===== src/hdl/pwd_pkg.sv =====
package pwd_pkg;

  // Result kinds
  localparam logic [1:0] KIND_VARINT  = 2'd0;
  localparam logic [1:0] KIND_PAYLOAD = 2'd1;
  localparam logic [1:0] KIND_EMPTY   = 2'd2;
  localparam logic [1:0] KIND_ERROR   = 2'd3;

  // Error codes
  localparam logic [2:0] ERR_NONE          = 3'd0;
  localparam logic [2:0] ERR_TRUNC_VARINT  = 3'd1;
  localparam logic [2:0] ERR_OVERFLOW      = 3'd2;
  localparam logic [2:0] ERR_FIELD_ZERO    = 3'd3;
  localparam logic [2:0] ERR_BAD_WIRE_TYPE = 3'd4;
  localparam logic [2:0] ERR_TRUNC_PAYLOAD = 3'd5;

  // Wire types handled
  localparam logic [2:0] WIRE_VARINT = 3'd0;
  localparam logic [2:0] WIRE_LEN    = 3'd2;

  // Tenth byte of a varint sits at bit 63
  localparam logic [3:0] VARINT_LAST_IDX = 4'd9;

  localparam int QUEUE_DEPTH_DEF = 4;

  // One classified message byte
  typedef struct packed {
    logic [7:0] data_byte;
    logic       eom;
    logic       cont;     // continuation bit of a varint byte
    logic       hi_nz;    // any of bits 7..1 set (tenth-byte overflow check)
  } pwd_word_t;

endpackage


===== src/hdl/protobuf_wire_field_decoder.sv =====
// Streaming protobuf wire-format field decoder.
// Input channel: one message byte per word (in_data_byte) with
// in_end_of_message marking the last byte; accepted when in_valid is high
// and in_stall low. Output channel: at most one result word per byte
// (kind, field number, value, payload_last, error code, message_end),
// taken when out_valid is high and out_stall low.
// Structure: a front stage classifies each byte (continuation bit, overflow
// bits) into a small queue; the back stage runs the tag/value/length/payload
// state machine, one queued byte per cycle unless stalled, into an output register.
// Path: an accepted byte is written into the queue, then its result into the output register.
// Throughput: one byte per cycle sustained while the output is not stalled,
// set by the back state machine retiring one queued byte per cycle.
// On an error one error word is sent and later bytes are dropped until the
// end of the message; the consumer drops that message's earlier results.
// Receiver stall: the output register holds its word, the back stage stops
// popping, the queue fills and in_stall rises once it is full.
// Reset (rst_n low, synchronous): queue empty, output empty, decoder idle
// waiting for a tag.
module protobuf_wire_field_decoder #(
  parameter int QUEUE_DEPTH = pwd_pkg::QUEUE_DEPTH_DEF
) (
  input  logic        clk,
  input  logic        rst_n,
  input  logic        in_valid,
  output logic        in_stall,
  input  logic [7:0]  in_data_byte,
  input  logic        in_end_of_message,
  output logic        out_valid,
  input  logic        out_stall,
  output logic [1:0]  out_kind,
  output logic [31:0] out_field_number,
  output logic [63:0] out_value,
  output logic        out_payload_last,
  output logic [2:0]  out_error_code,
  output logic        out_message_end
);
  import pwd_pkg::*;

  pwd_word_t push_word;
  pwd_word_t head_word;
  logic      push;
  logic      pop;
  logic      q_full;
  logic      head_valid;

  // byte classification and input handshake
  pwd_front u_front (
    .in_valid          (in_valid),
    .in_data_byte      (in_data_byte),
    .in_end_of_message (in_end_of_message),
    .in_stall          (in_stall),
    .q_full            (q_full),
    .push              (push),
    .push_word         (push_word)
  );

  // decouples input acceptance from output stalls
  pwd_queue #(
    .DEPTH (QUEUE_DEPTH)
  ) u_queue (
    .clk        (clk),
    .rst_n      (rst_n),
    .push       (push),
    .push_word  (push_word),
    .pop        (pop),
    .full       (q_full),
    .head_valid (head_valid),
    .head_word  (head_word)
  );

  // wire-format state machine and result register
  pwd_back u_back (
    .clk              (clk),
    .rst_n            (rst_n),
    .head_valid       (head_valid),
    .head_word        (head_word),
    .pop              (pop),
    .out_valid        (out_valid),
    .out_stall        (out_stall),
    .out_kind         (out_kind),
    .out_field_number (out_field_number),
    .out_value        (out_value),
    .out_payload_last (out_payload_last),
    .out_error_code   (out_error_code),
    .out_message_end  (out_message_end)
  );

endmodule


===== src/hdl/pwd_front.sv =====
module pwd_front (
  input  logic              in_valid,
  input  logic [7:0]        in_data_byte,
  input  logic              in_end_of_message,
  output logic              in_stall,
  input  logic              q_full,
  output logic              push,
  output pwd_pkg::pwd_word_t push_word
);
  import pwd_pkg::*;

  assign in_stall = q_full;
  assign push     = in_valid && !q_full;

  always_comb begin
    push_word.data_byte = in_data_byte;
    push_word.eom       = in_end_of_message;
    push_word.cont      = in_data_byte[7];
    push_word.hi_nz     = |in_data_byte[7:1];
  end

endmodule


===== src/hdl/pwd_queue.sv =====
module pwd_queue #(
  parameter int DEPTH = pwd_pkg::QUEUE_DEPTH_DEF
) (
  input  logic               clk,
  input  logic               rst_n,
  input  logic               push,
  input  pwd_pkg::pwd_word_t push_word,
  input  logic               pop,
  output logic               full,
  output logic               head_valid,
  output pwd_pkg::pwd_word_t head_word
);
  import pwd_pkg::*;

  localparam int PTR_W = (DEPTH > 1) ? $clog2(DEPTH) : 1;
  localparam int CNT_W = $clog2(DEPTH + 1);
  localparam logic [PTR_W-1:0] PTR_LAST = PTR_W'(DEPTH - 1);
  localparam logic [CNT_W-1:0] CNT_FULL = CNT_W'(DEPTH);

  pwd_word_t        slot_r [DEPTH];
  logic [PTR_W-1:0] wr_ptr_r, wr_ptr_nxt;
  logic [PTR_W-1:0] rd_ptr_r, rd_ptr_nxt;
  logic [CNT_W-1:0] count_r, count_nxt;

  assign full       = (count_r == CNT_FULL);
  assign head_valid = (count_r != '0);
  assign head_word  = slot_r[rd_ptr_r];

  always_comb begin
    wr_ptr_nxt = wr_ptr_r;
    rd_ptr_nxt = rd_ptr_r;
    count_nxt  = count_r;
    if (push) begin
      wr_ptr_nxt = (wr_ptr_r == PTR_LAST) ? '0 : wr_ptr_r + 1'b1;
    end
    if (pop) begin
      rd_ptr_nxt = (rd_ptr_r == PTR_LAST) ? '0 : rd_ptr_r + 1'b1;
    end
    unique case ({push, pop})
      2'b10:   count_nxt = count_r + 1'b1;
      2'b01:   count_nxt = count_r - 1'b1;
      default: count_nxt = count_r;
    endcase
  end

  always_ff @(posedge clk) begin
    if (!rst_n) begin
      wr_ptr_r <= '0;
      rd_ptr_r <= '0;
      count_r  <= '0;
    end else begin
      wr_ptr_r <= wr_ptr_nxt;
      rd_ptr_r <= rd_ptr_nxt;
      count_r  <= count_nxt;
    end
  end

  always_ff @(posedge clk) begin
    if (push) begin
      slot_r[wr_ptr_r] <= push_word;
    end
  end

endmodule


===== src/hdl/pwd_back.sv =====
module pwd_back (
  input  logic               clk,
  input  logic               rst_n,
  input  logic               head_valid,
  input  pwd_pkg::pwd_word_t head_word,
  output logic               pop,
  output logic               out_valid,
  input  logic               out_stall,
  output logic [1:0]         out_kind,
  output logic [31:0]        out_field_number,
  output logic [63:0]        out_value,
  output logic               out_payload_last,
  output logic [2:0]         out_error_code,
  output logic               out_message_end
);
  import pwd_pkg::*;

  typedef enum logic [4:0] {
    PH_TAG     = 5'b00001,
    PH_VALUE   = 5'b00010,
    PH_LENGTH  = 5'b00100,
    PH_PAYLOAD = 5'b01000,
    PH_DRAIN   = 5'b10000
  } phase_t;

  phase_t      phase_r, phase_nxt;
  logic [63:0] acc_r, acc_nxt;
  logic [3:0]  idx_r, idx_nxt;
  logic [31:0] field_r, field_nxt;
  logic [63:0] rem_r, rem_nxt;

  logic        out_valid_r;
  logic [1:0]  out_kind_r;
  logic [31:0] out_field_r;
  logic [63:0] out_value_r;
  logic        out_last_r;
  logic [2:0]  out_err_r;
  logic        out_end_r;

  logic        res_valid;
  logic [1:0]  res_kind;
  logic [31:0] res_field;
  logic [63:0] res_value;
  logic        res_last;
  logic [2:0]  res_err;
  logic        do_fail;
  logic [2:0]  fail_code;
  logic [5:0]  shamt;
  logic [63:0] acc_new;
  logic [31:0] tag_num;
  logic        last_idx;
  logic        eom;

  assign pop      = head_valid && (!out_valid_r || !out_stall);
  assign eom      = head_word.eom;
  assign last_idx = (idx_r == VARINT_LAST_IDX);
  assign shamt    = 6'({2'b00, idx_r} * 6'd7);
  assign acc_new  = acc_r | ({57'b0, head_word.data_byte[6:0]} << shamt);
  assign tag_num  = acc_new[34:3];

  always_comb begin
    phase_nxt = phase_r;
    acc_nxt   = acc_r;
    idx_nxt   = idx_r;
    field_nxt = field_r;
    rem_nxt   = rem_r;
    res_valid = 1'b0;
    res_kind  = KIND_VARINT;
    res_field = field_r;
    res_value = '0;
    res_last  = 1'b0;
    res_err   = ERR_NONE;
    do_fail   = 1'b0;
    fail_code = ERR_NONE;
    if (pop) begin
      unique case (phase_r)
        PH_DRAIN: begin
          if (eom) begin
            phase_nxt = PH_TAG;
          end
        end
        PH_PAYLOAD: begin
          if (rem_r[63:1] == '0) begin
            res_valid = 1'b1;
            res_kind  = KIND_PAYLOAD;
            res_value = {56'b0, head_word.data_byte};
            res_last  = 1'b1;
            rem_nxt   = '0;
            phase_nxt = PH_TAG;
          end else if (eom) begin
            do_fail   = 1'b1;
            fail_code = ERR_TRUNC_PAYLOAD;
          end else begin
            res_valid = 1'b1;
            res_kind  = KIND_PAYLOAD;
            res_value = {56'b0, head_word.data_byte};
            rem_nxt   = rem_r - 64'd1;
          end
        end
        PH_TAG, PH_VALUE, PH_LENGTH: begin
          if (last_idx && head_word.hi_nz) begin
            do_fail   = 1'b1;
            fail_code = ERR_OVERFLOW;
          end else if (head_word.cont && !last_idx) begin
            acc_nxt = acc_new;
            idx_nxt = idx_r + 4'd1;
            if (eom) begin
              do_fail   = 1'b1;
              fail_code = ERR_TRUNC_VARINT;
            end
          end else begin
            // varint complete
            acc_nxt = '0;
            idx_nxt = '0;
            if (phase_r == PH_TAG) begin
              if (tag_num == '0) begin
                do_fail   = 1'b1;
                fail_code = ERR_FIELD_ZERO;
              end else if (acc_new[2:0] == WIRE_VARINT || acc_new[2:0] == WIRE_LEN) begin
                phase_nxt = (acc_new[2:0] == WIRE_VARINT) ? PH_VALUE : PH_LENGTH;
                field_nxt = tag_num;
                if (eom) begin
                  do_fail   = 1'b1;
                  fail_code = ERR_TRUNC_VARINT;
                end
              end else begin
                do_fail   = 1'b1;
                fail_code = ERR_BAD_WIRE_TYPE;
              end
            end else if (phase_r == PH_VALUE) begin
              res_valid = 1'b1;
              res_kind  = KIND_VARINT;
              res_value = acc_new;
              phase_nxt = PH_TAG;
            end else if (acc_new == '0) begin
              res_valid = 1'b1;
              res_kind  = KIND_EMPTY;
              phase_nxt = PH_TAG;
            end else if (eom) begin
              do_fail   = 1'b1;
              fail_code = ERR_TRUNC_PAYLOAD;
            end else begin
              rem_nxt   = acc_new;
              phase_nxt = PH_PAYLOAD;
            end
          end
        end
        default: begin
          phase_nxt = PH_TAG;
        end
      endcase
    end
    if (do_fail) begin
      res_valid = 1'b1;
      res_kind  = KIND_ERROR;
      res_field = '0;
      res_value = '0;
      res_last  = 1'b0;
      res_err   = fail_code;
      acc_nxt   = '0;
      idx_nxt   = '0;
      rem_nxt   = '0;
      phase_nxt = eom ? PH_TAG : PH_DRAIN;
    end
  end

  always_ff @(posedge clk) begin
    if (!rst_n) begin
      phase_r     <= PH_TAG;
      acc_r       <= '0;
      idx_r       <= '0;
      field_r     <= '0;
      rem_r       <= '0;
      out_valid_r <= 1'b0;
    end else begin
      phase_r <= phase_nxt;
      acc_r   <= acc_nxt;
      idx_r   <= idx_nxt;
      field_r <= field_nxt;
      rem_r   <= rem_nxt;
      if (res_valid) begin
        out_valid_r <= 1'b1;
      end else if (!out_stall) begin
        out_valid_r <= 1'b0;
      end
    end
  end

  always_ff @(posedge clk) begin
    if (res_valid) begin
      out_kind_r  <= res_kind;
      out_field_r <= res_field;
      out_value_r <= res_value;
      out_last_r  <= res_last;
      out_err_r   <= res_err;
      out_end_r   <= eom;
    end
  end

  assign out_valid        = out_valid_r;
  assign out_kind         = out_kind_r;
  assign out_field_number = out_field_r;
  assign out_value        = out_value_r;
  assign out_payload_last = out_last_r;
  assign out_error_code   = out_err_r;
  assign out_message_end  = out_end_r;

endmodule


===== config.mk =====
export PLATFORM = sky130hd
export DESIGN_NAME = protobuf_wire_field_decoder
export DESIGN_NICKNAME = d
export VERILOG_FILES = /design/src/hdl/pwd_pkg.sv /design/src/hdl/protobuf_wire_field_decoder.sv /design/src/hdl/pwd_front.sv /design/src/hdl/pwd_queue.sv /design/src/hdl/pwd_back.sv
export SDC_FILE = /design/constraint.sdc
export NUM_CORES = 1
export LEC_CHECK = 0
export BUFFER_PORTS_ARGS = -buffer_cell sky130_fd_sc_hd__buf_4
export CAP_MARGIN = 20
export CORE_ASPECT_RATIO = 0.5
export CORE_MARGIN = 2
export CORE_UTILIZATION = 55
export CTS_CLUSTER_SIZE = 24
export DETAILED_ROUTE_END_ITERATION = 16
export GPL_TIMING_DRIVEN = 0
export PLACE_DENSITY = 0.8
export SLEW_MARGIN = 20
export SYNTH_ARGS = -nofsm -noshare
export SYNTH_HDL_FRONTEND = slang
export SYNTH_SLANG_ARGS = --single-unit

===== constraint.sdc =====
create_clock -name clk -period 8.3 [get_ports clk]
set_clock_uncertainty 0.15 [all_clocks]
set_input_delay 0.83 -clock clk [delete_from_list [all_inputs] [get_ports clk]]
set_output_delay 0.83 -clock clk [all_outputs]
set_load 0.02 [all_outputs]

# After elaboration in Yosys (flattened, before gate mapping)
# Memory sizes are Yosys's and may differ from the RTL's. A register that Yosys moved wholly into a read port is not among the register bits.
# Index checks and enable logic that the tools add are counted.
# totals
reg_bits	280
ram_bits	44
input_bits	13
out_inout_bits	105
wordCells	170
mem_count	1
# memory_table
memory	words	width	read_ports	rd_ports_with_merged_regs	wr	line	text
u_queue.slot_r	4	11	1	1	1	pwd_queue.sv:20	pwd_word_t slot_r [DEPTH];
# classes
addsub	6
multipliers	1
eq_ne	27
shifts	1
muxes	84
bitwise_logic	7
reduce_logical	28
# ops
cell	count
$mux W64	14
$pmux W64 S2	2
$mux W5	13
$logic_not A64 Y1	1
$or A64 B64 Y64	1
$shl A7 B6 Y64	1
$sub A64 B1 Y64 const B	1
$logic_not A63 Y1	1
$logic_not A32 Y1	1
$mux W3	10
$mux W1	26
$mux W2	11
$pmux W5 S3	1
$ne A2 B2 Y1 const B	6
$pmux W3 S2	2
$reduce_and A9 Y1	1
$mux W8	1
$ne A4 B3 Y1 const B	2
$reduce_and A8 Y1	1
$reduce_and A7 Y1	1
$reduce_or A7 Y1	1
$eq A2 B2 Y1 const B	3
$mul A4 B3 Y6 const B	1
$ne A3 B1 Y1 const B	2
31 further kinds	50

# Logic depth before layout (Yosys ltp)
# depth
depth_word	14
mapped_depth	22
depth_no_buf	18

# Cells and area by module
# From an unflattened synthesis, not the netlist that was laid out.
# hier_totals
hier_cells	1655
area_unflattened_um2	15946.5
# modules_own_cells
module	instances	cells_each	area_each_um2	seq_area_each_um2
pwd_back	1	1540	13797.0	6496.2
pwd_queue	1	100	2045.7	1501.4
pwd_front	1	15	103.8	0.0

# Worst setup path before layout
# No wires, ideal clock.
# synth_path
path_kind	flip-flop to flip-flop
startpoint	register u_back.idx_r[0]
endpoint	register u_back.out_err_r[0], in the netlist u_back.out_error_code[0] (enable)
setup_ps	1207
t_arrival_ps	7321
t_required_ps	6943
path_slack_ps	-378
stages_incl_launch_ff	21
path_buffers	4
period_less_slack_ps	8678
path_cell_list	dfxtp_1 clkbuf_1 clkinv_1 fa_1 inv_1 ha_1 inv_1 fa_1 clkbuf_1 nor2_1 and3_1 or4_1 buf_2 o21ai_1 nand2_1 or4_4 nor3_4 a32o_1 a21bo_2 clkbuf_1 nand3_1
# synth_between
elab_chain_cells	13
elab_cells_between_ends	29
cone_classes	mul (1); eq/ne (2); shift (1); mux (17); bitwise (1); reduce/logical (7)
# synth_lines
element	line	text
start: declaration	pwd_back.sv:28	logic [3:0] idx_r, idx_nxt;
start signal: assignment	pwd_back.sv:178	idx_r <= idx_nxt;
branches (longest 12 deep; another with $mul A4 B3 Y6)	n/a	
$mux W1 (*)	pwd_back.sv:153	if (do_fail) begin
via u_back.res_valid	pwd_back.sv:40	logic res_valid;
end signal: assignment	pwd_back.sv:195	out_err_r <= res_err;
end: declaration	pwd_back.sv:37	logic [2:0] out_err_r;
# Mark *: on every way through the listed nets, which the timed path passes.
# A chain may end at the register's enable or synchronous reset.

# Worst setup path in the final report
# layout_path
startpoint	register u_back.idx_r[0]
endpoint	register u_back.out_value_r[15], in the netlist u_back.out_value[15] (enable)
# layout_between
elab_chain_cells	13
elab_cells_between_ends	29
cone_classes	mul (1); eq/ne (2); shift (1); mux (17); bitwise (1); reduce/logical (7)
# layout_lines
element	line	text
branches (longest 12 deep; another with $mul A4 B3 Y6)	n/a	
$mux W1 (*)	pwd_back.sv:153	
via u_back.res_valid	pwd_back.sv:40	
end signal: assignment	pwd_back.sv:193	out_value_r <= res_value;
end: declaration	pwd_back.sv:35	logic [63:0] out_value_r;
# Marked as above.

==> out/qor.log <==
INFO  status         status=finished, final reports clean
INFO  pwr            cellPowerDensity=402nW/um^2
INFO  finish         layout-drive-gt1-share=0.152
INFO  critical_path  critical-path-slowest-cell=sky130_fd_sc_hd__a21oi_1
INFO  worst_hold_path holdCritPathClass=primary input to register
INFO  pwr            total_leakage_power=6.45nW
INFO  grt            initial_antenna_violation_count=1
INFO  critical_path  chain_of_cells_forming_the_critical_path=clkbuf_1 -> clkinv_1 -> fa_1 -> inv_1 -> ha_1 -> inv_1 -> fa_1 -> xnor2_1 -> clkbuf_1 -> nor3_1 -> a22o_1 -> a21oi_1 -> nand4_1 -> nor3_4 -> a32o_1 -> a21bo_2 -> clkbuf_1 -> nand3_4 -> buf_12 -> buf_16
INFO  drt            postRouteWirelength=54100um
INFO  yosys          post_synth_inst_count=1696
INFO  floorplanning  die_height=124um
INFO  timing         relSlewSlack=0.110
INFO  drt            post-route-drc-count=0
INFO  critical_path  slowest_delay=820ps
INFO  timing         unrepaired_setup_endpoints_after_global_routing=false
INFO  floorplanning  coreArea=28000um^2
INFO  grt            globalRoute.totalOverflow=0
INFO  drt            ant_nets=0
INFO  critical_path  timing.critical_path.fanout_max=52
INFO  finish         final_area=18200um^2
INFO  placement      detailedPlacementHpwl=39300um
INFO  finish         layout-area-overhead-vs-synth=15.3%
INFO  cts            number_of_buffers_between_clock_root_and_the_deepest_sink=3
INFO  yosys          count_of_state_elements_after_synthesis=322
INFO  timing         fin_tns_setup=0ps
INFO  critical_path  worst-path-buf-inv=8
INFO  drt            drt-pass1-iter-count=6
INFO  cts            cts_htree_levels=1
INFO  floorplanning  ioPinCount=118
INFO  critical_path  critPathMostFrequentCell=sky130_fd_sc_hd__clkbuf_1
INFO  cts            tritoncts=done
INFO  grt            largest_net_degree_at_the_start_of_global_routing=53
INFO  timing         max_slew_violation_count=0
INFO  yosys          yosysWarnings=0
INFO  finish         num-nets-final=1880
INFO  floorplanning  start_util=0.564
INFO  placement      preCtsSetupSlack=697ps
INFO  critical_path  cp_data_required_time=8460ps
INFO  drt            avgViaCountPerCell=6.64
INFO  critical_path  setup.worst_path.end_class=register
INFO  cts            postCtsResizedCells=0
INFO  cts            clk_latency_worst_skew_pair=590ps
INFO  placement      detailed_place.area=17200um^2
INFO  flow_run       max_cap_violations=0
INFO  critical_path  critical-path-top-delay-family=buffers and inverters
INFO  timing         finalSetupViolCount=0
INFO  placement      gp_congestion=1.00
INFO  yosys          synthesized_area_per_cell=9.31um^2
INFO  cts            tritoncts.num_buffers=28
INFO  drt            drt-initial-drc-count=2357
INFO  critical_path  cp-start-kind=register
INFO  timing         clock_period_minus_final_worst_setup_slack=7800ps
INFO  finish         final_common_cell=sky130_fd_sc_hd__nor2_1
INFO  grt            global_route_wire_length_before_repair=80400um
INFO  cts            cts_setup_buffers=0
INFO  floorplanning  area_enclosed_by_the_die_boundary=30200um^2
INFO  yosys          postSynth.asyncResetShare=0
INFO  timing         final_min_period_over_clock_period=0.940
INFO  critical_path  crit_type=register to register
INFO  yosys          mappedNetlistArea=15800um^2
INFO  timing         timing_hold_violations_final=0
INFO  critical_path  worstPathArrival=7960ps
INFO  finish         antenna-diode-count=0
INFO  timing         tightestPinTransition=1340ps
INFO  cts            cts-hold-fix-buffers=0
INFO  yosys          synth_edf_count=143
INFO  yosys          ys_dominant_reg_cell=sky130_fd_sc_hd__dfxtp_1
INFO  cts            clkSlewWorstSetupHoldPaths=70ps
INFO  yosys          ys_seq_area_frac=0.499
INFO  finish         finish.utilization=0.651
INFO  critical_path  r2r_slack=500ps
INFO  drt            vias=14900
INFO  yosys          yosys.cell_types.count=88
INFO  drt            drt-wirelength-per-cell=24.0um
INFO  finish         layout.cells.most_common_list=sky130_fd_sc_hd__nor2_1, sky130_fd_sc_hd__dfxtp_1, sky130_fd_sc_hd__a21oi_1
INFO  yosys          synth_fp_nets=1728
INFO  pwr            max-vdd-ir-drop=249uV
INFO  grt            grt_use_total=0.353
INFO  floorplanning  rows=43
INFO  cts            cts.sinks=322
INFO  timing         setup_ws=501ps
INFO  placement      io_buffer_count=117
INFO  grt            via_count_of_the_first_global_routing_pass=13400
INFO  floorplanning  die_x=244um
INFO  timing         timing.fmax=128MHz
INFO  cts            clockRootBuffer=sky130_fd_sc_hd__clkbuf_16
## registers in the layout, summed over array words and instances (netlist names), 3 cells and up, named ones only
name and flops:
u_queue.slot_r 40, u_back.phase_r 5, u_back.out_error_code 3, u_back.rem_r 64, u_back.out_field_number 32, u_back.field_r 32
u_back.out_value 64, u_back.idx_r 4, u_queue.count_r 3, u_back.acc_r 64
## path summary, 6_finish.rpt
kind	startpoint	end	cells after the start
min	in_end_of_message	u_queue.slot_r[2][2]	1
max reg2reg	u_back.idx_r[0]	u_back.out_value[15]	20
min reg2reg	u_back.acc_r[29]	u_back.acc_r[29]	2
max	u_back.idx_r[0]	u_back.out_value[15]	20
## area by class of cell
cell class	instances	area [um^2]
plain buffers	113	504
clock buffers	37	785
clock inverters	15	168
fillers	2367	9770
inverters	32	120
multi-input cells	1229	7330
flip-flops and latches	322	7880
well taps	382	478
repair buffers	122	947
## where the power goes
group	total, W	switching, W	leakage [nW]	internal [W]
Clock	0.00138	0.000622	0.468	0.000761
Sequential	0.00229	0.000152	2.79	0.00214
Combinational	0.00365	0.00259	3.20	0.00106
## per-layer routing
| metal | routed length (um) | up-vias | part of all wire | track usage |
|---|---|---|---|---|
| met2 | 22600 | 1070 | 0.42 | 0.522 |
| li1 | - | 6567 | - | - |
| met4 | 2040 | 0 | 0.038 | 0.125 |
| met3 | 7730 | 167 | 0.14 | 0.0961 |
| met1 | 21700 | 7140 | 0.40 | 0.500 |
| met5 | 0 | - | 0 | 0 |
## cells by family after synthesis
kind of cell             Yosys count  share of synthesized area
AO/OA/AOI/OAI                    451                      0.182
adder cells (fa/ha/maj)           19                     0.0174
flip-flops                       322                      0.499
buffers and inverters            145                     0.0395
XOR/XNOR                          17                    0.00943
AND/OR/NAND/NOR                  710                      0.228
multiplexers                      32                     0.0254
## Yosys cell counts, types with 7 or more instances
library cell,n,area (um^2)
sky130_fd_sc_hd__a211oi_1,40,300
sky130_fd_sc_hd__a21o_1,8,60.1
sky130_fd_sc_hd__a21oi_1,172,861
sky130_fd_sc_hd__a221oi_1,9,78.8
sky130_fd_sc_hd__a22o_1,7,61.3
sky130_fd_sc_hd__a22oi_1,7,52.6
sky130_fd_sc_hd__a31oi_1,16,100
sky130_fd_sc_hd__and2_1,16,100
sky130_fd_sc_hd__and3_1,46,288
sky130_fd_sc_hd__buf_2,16,80.1
sky130_fd_sc_hd__buf_6,8,90.1
sky130_fd_sc_hd__clkbuf_1,87,327
sky130_fd_sc_hd__dfxtp_1,179,3580
sky130_fd_sc_hd__edfxtp_1,143,4290
sky130_fd_sc_hd__ha_1,14,175
sky130_fd_sc_hd__inv_1,29,109
sky130_fd_sc_hd__mux2i_1,18,180
sky130_fd_sc_hd__nand2_1,121,454
sky130_fd_sc_hd__nand2b_1,12,75.1
sky130_fd_sc_hd__nand3_1,29,145
sky130_fd_sc_hd__nand4_1,12,75.1
sky130_fd_sc_hd__nor2_1,254,953
sky130_fd_sc_hd__nor3_1,94,470
sky130_fd_sc_hd__nor3_2,49,490
sky130_fd_sc_hd__nor4_1,20,125
sky130_fd_sc_hd__o21ai_0,87,435
sky130_fd_sc_hd__o22ai_1,19,119
sky130_fd_sc_hd__o31ai_1,7,52.6
sky130_fd_sc_hd__o32ai_1,22,193
sky130_fd_sc_hd__or2_2,8,50.1
sky130_fd_sc_hd__or3_1,18,113
sky130_fd_sc_hd__or4_1,8,60.1
sky130_fd_sc_hd__xnor2_1,8,70.1
sky130_fd_sc_hd__xor2_1,9,78.8
## metrics by stage
stage	cells	total power, W	hold WS (ps)
2_1_floorplan	1696	0.00449	282
3_3_place_gp	2195	0.00576	297
3_5_place_dp	2199	0.00583	306
4_1_cts	2251	0.00720	289
5_1_grt	2252	0.00757	300
6_report	2252	0.00733	298
Note: power is estimated with default switching activity, not from simulation.
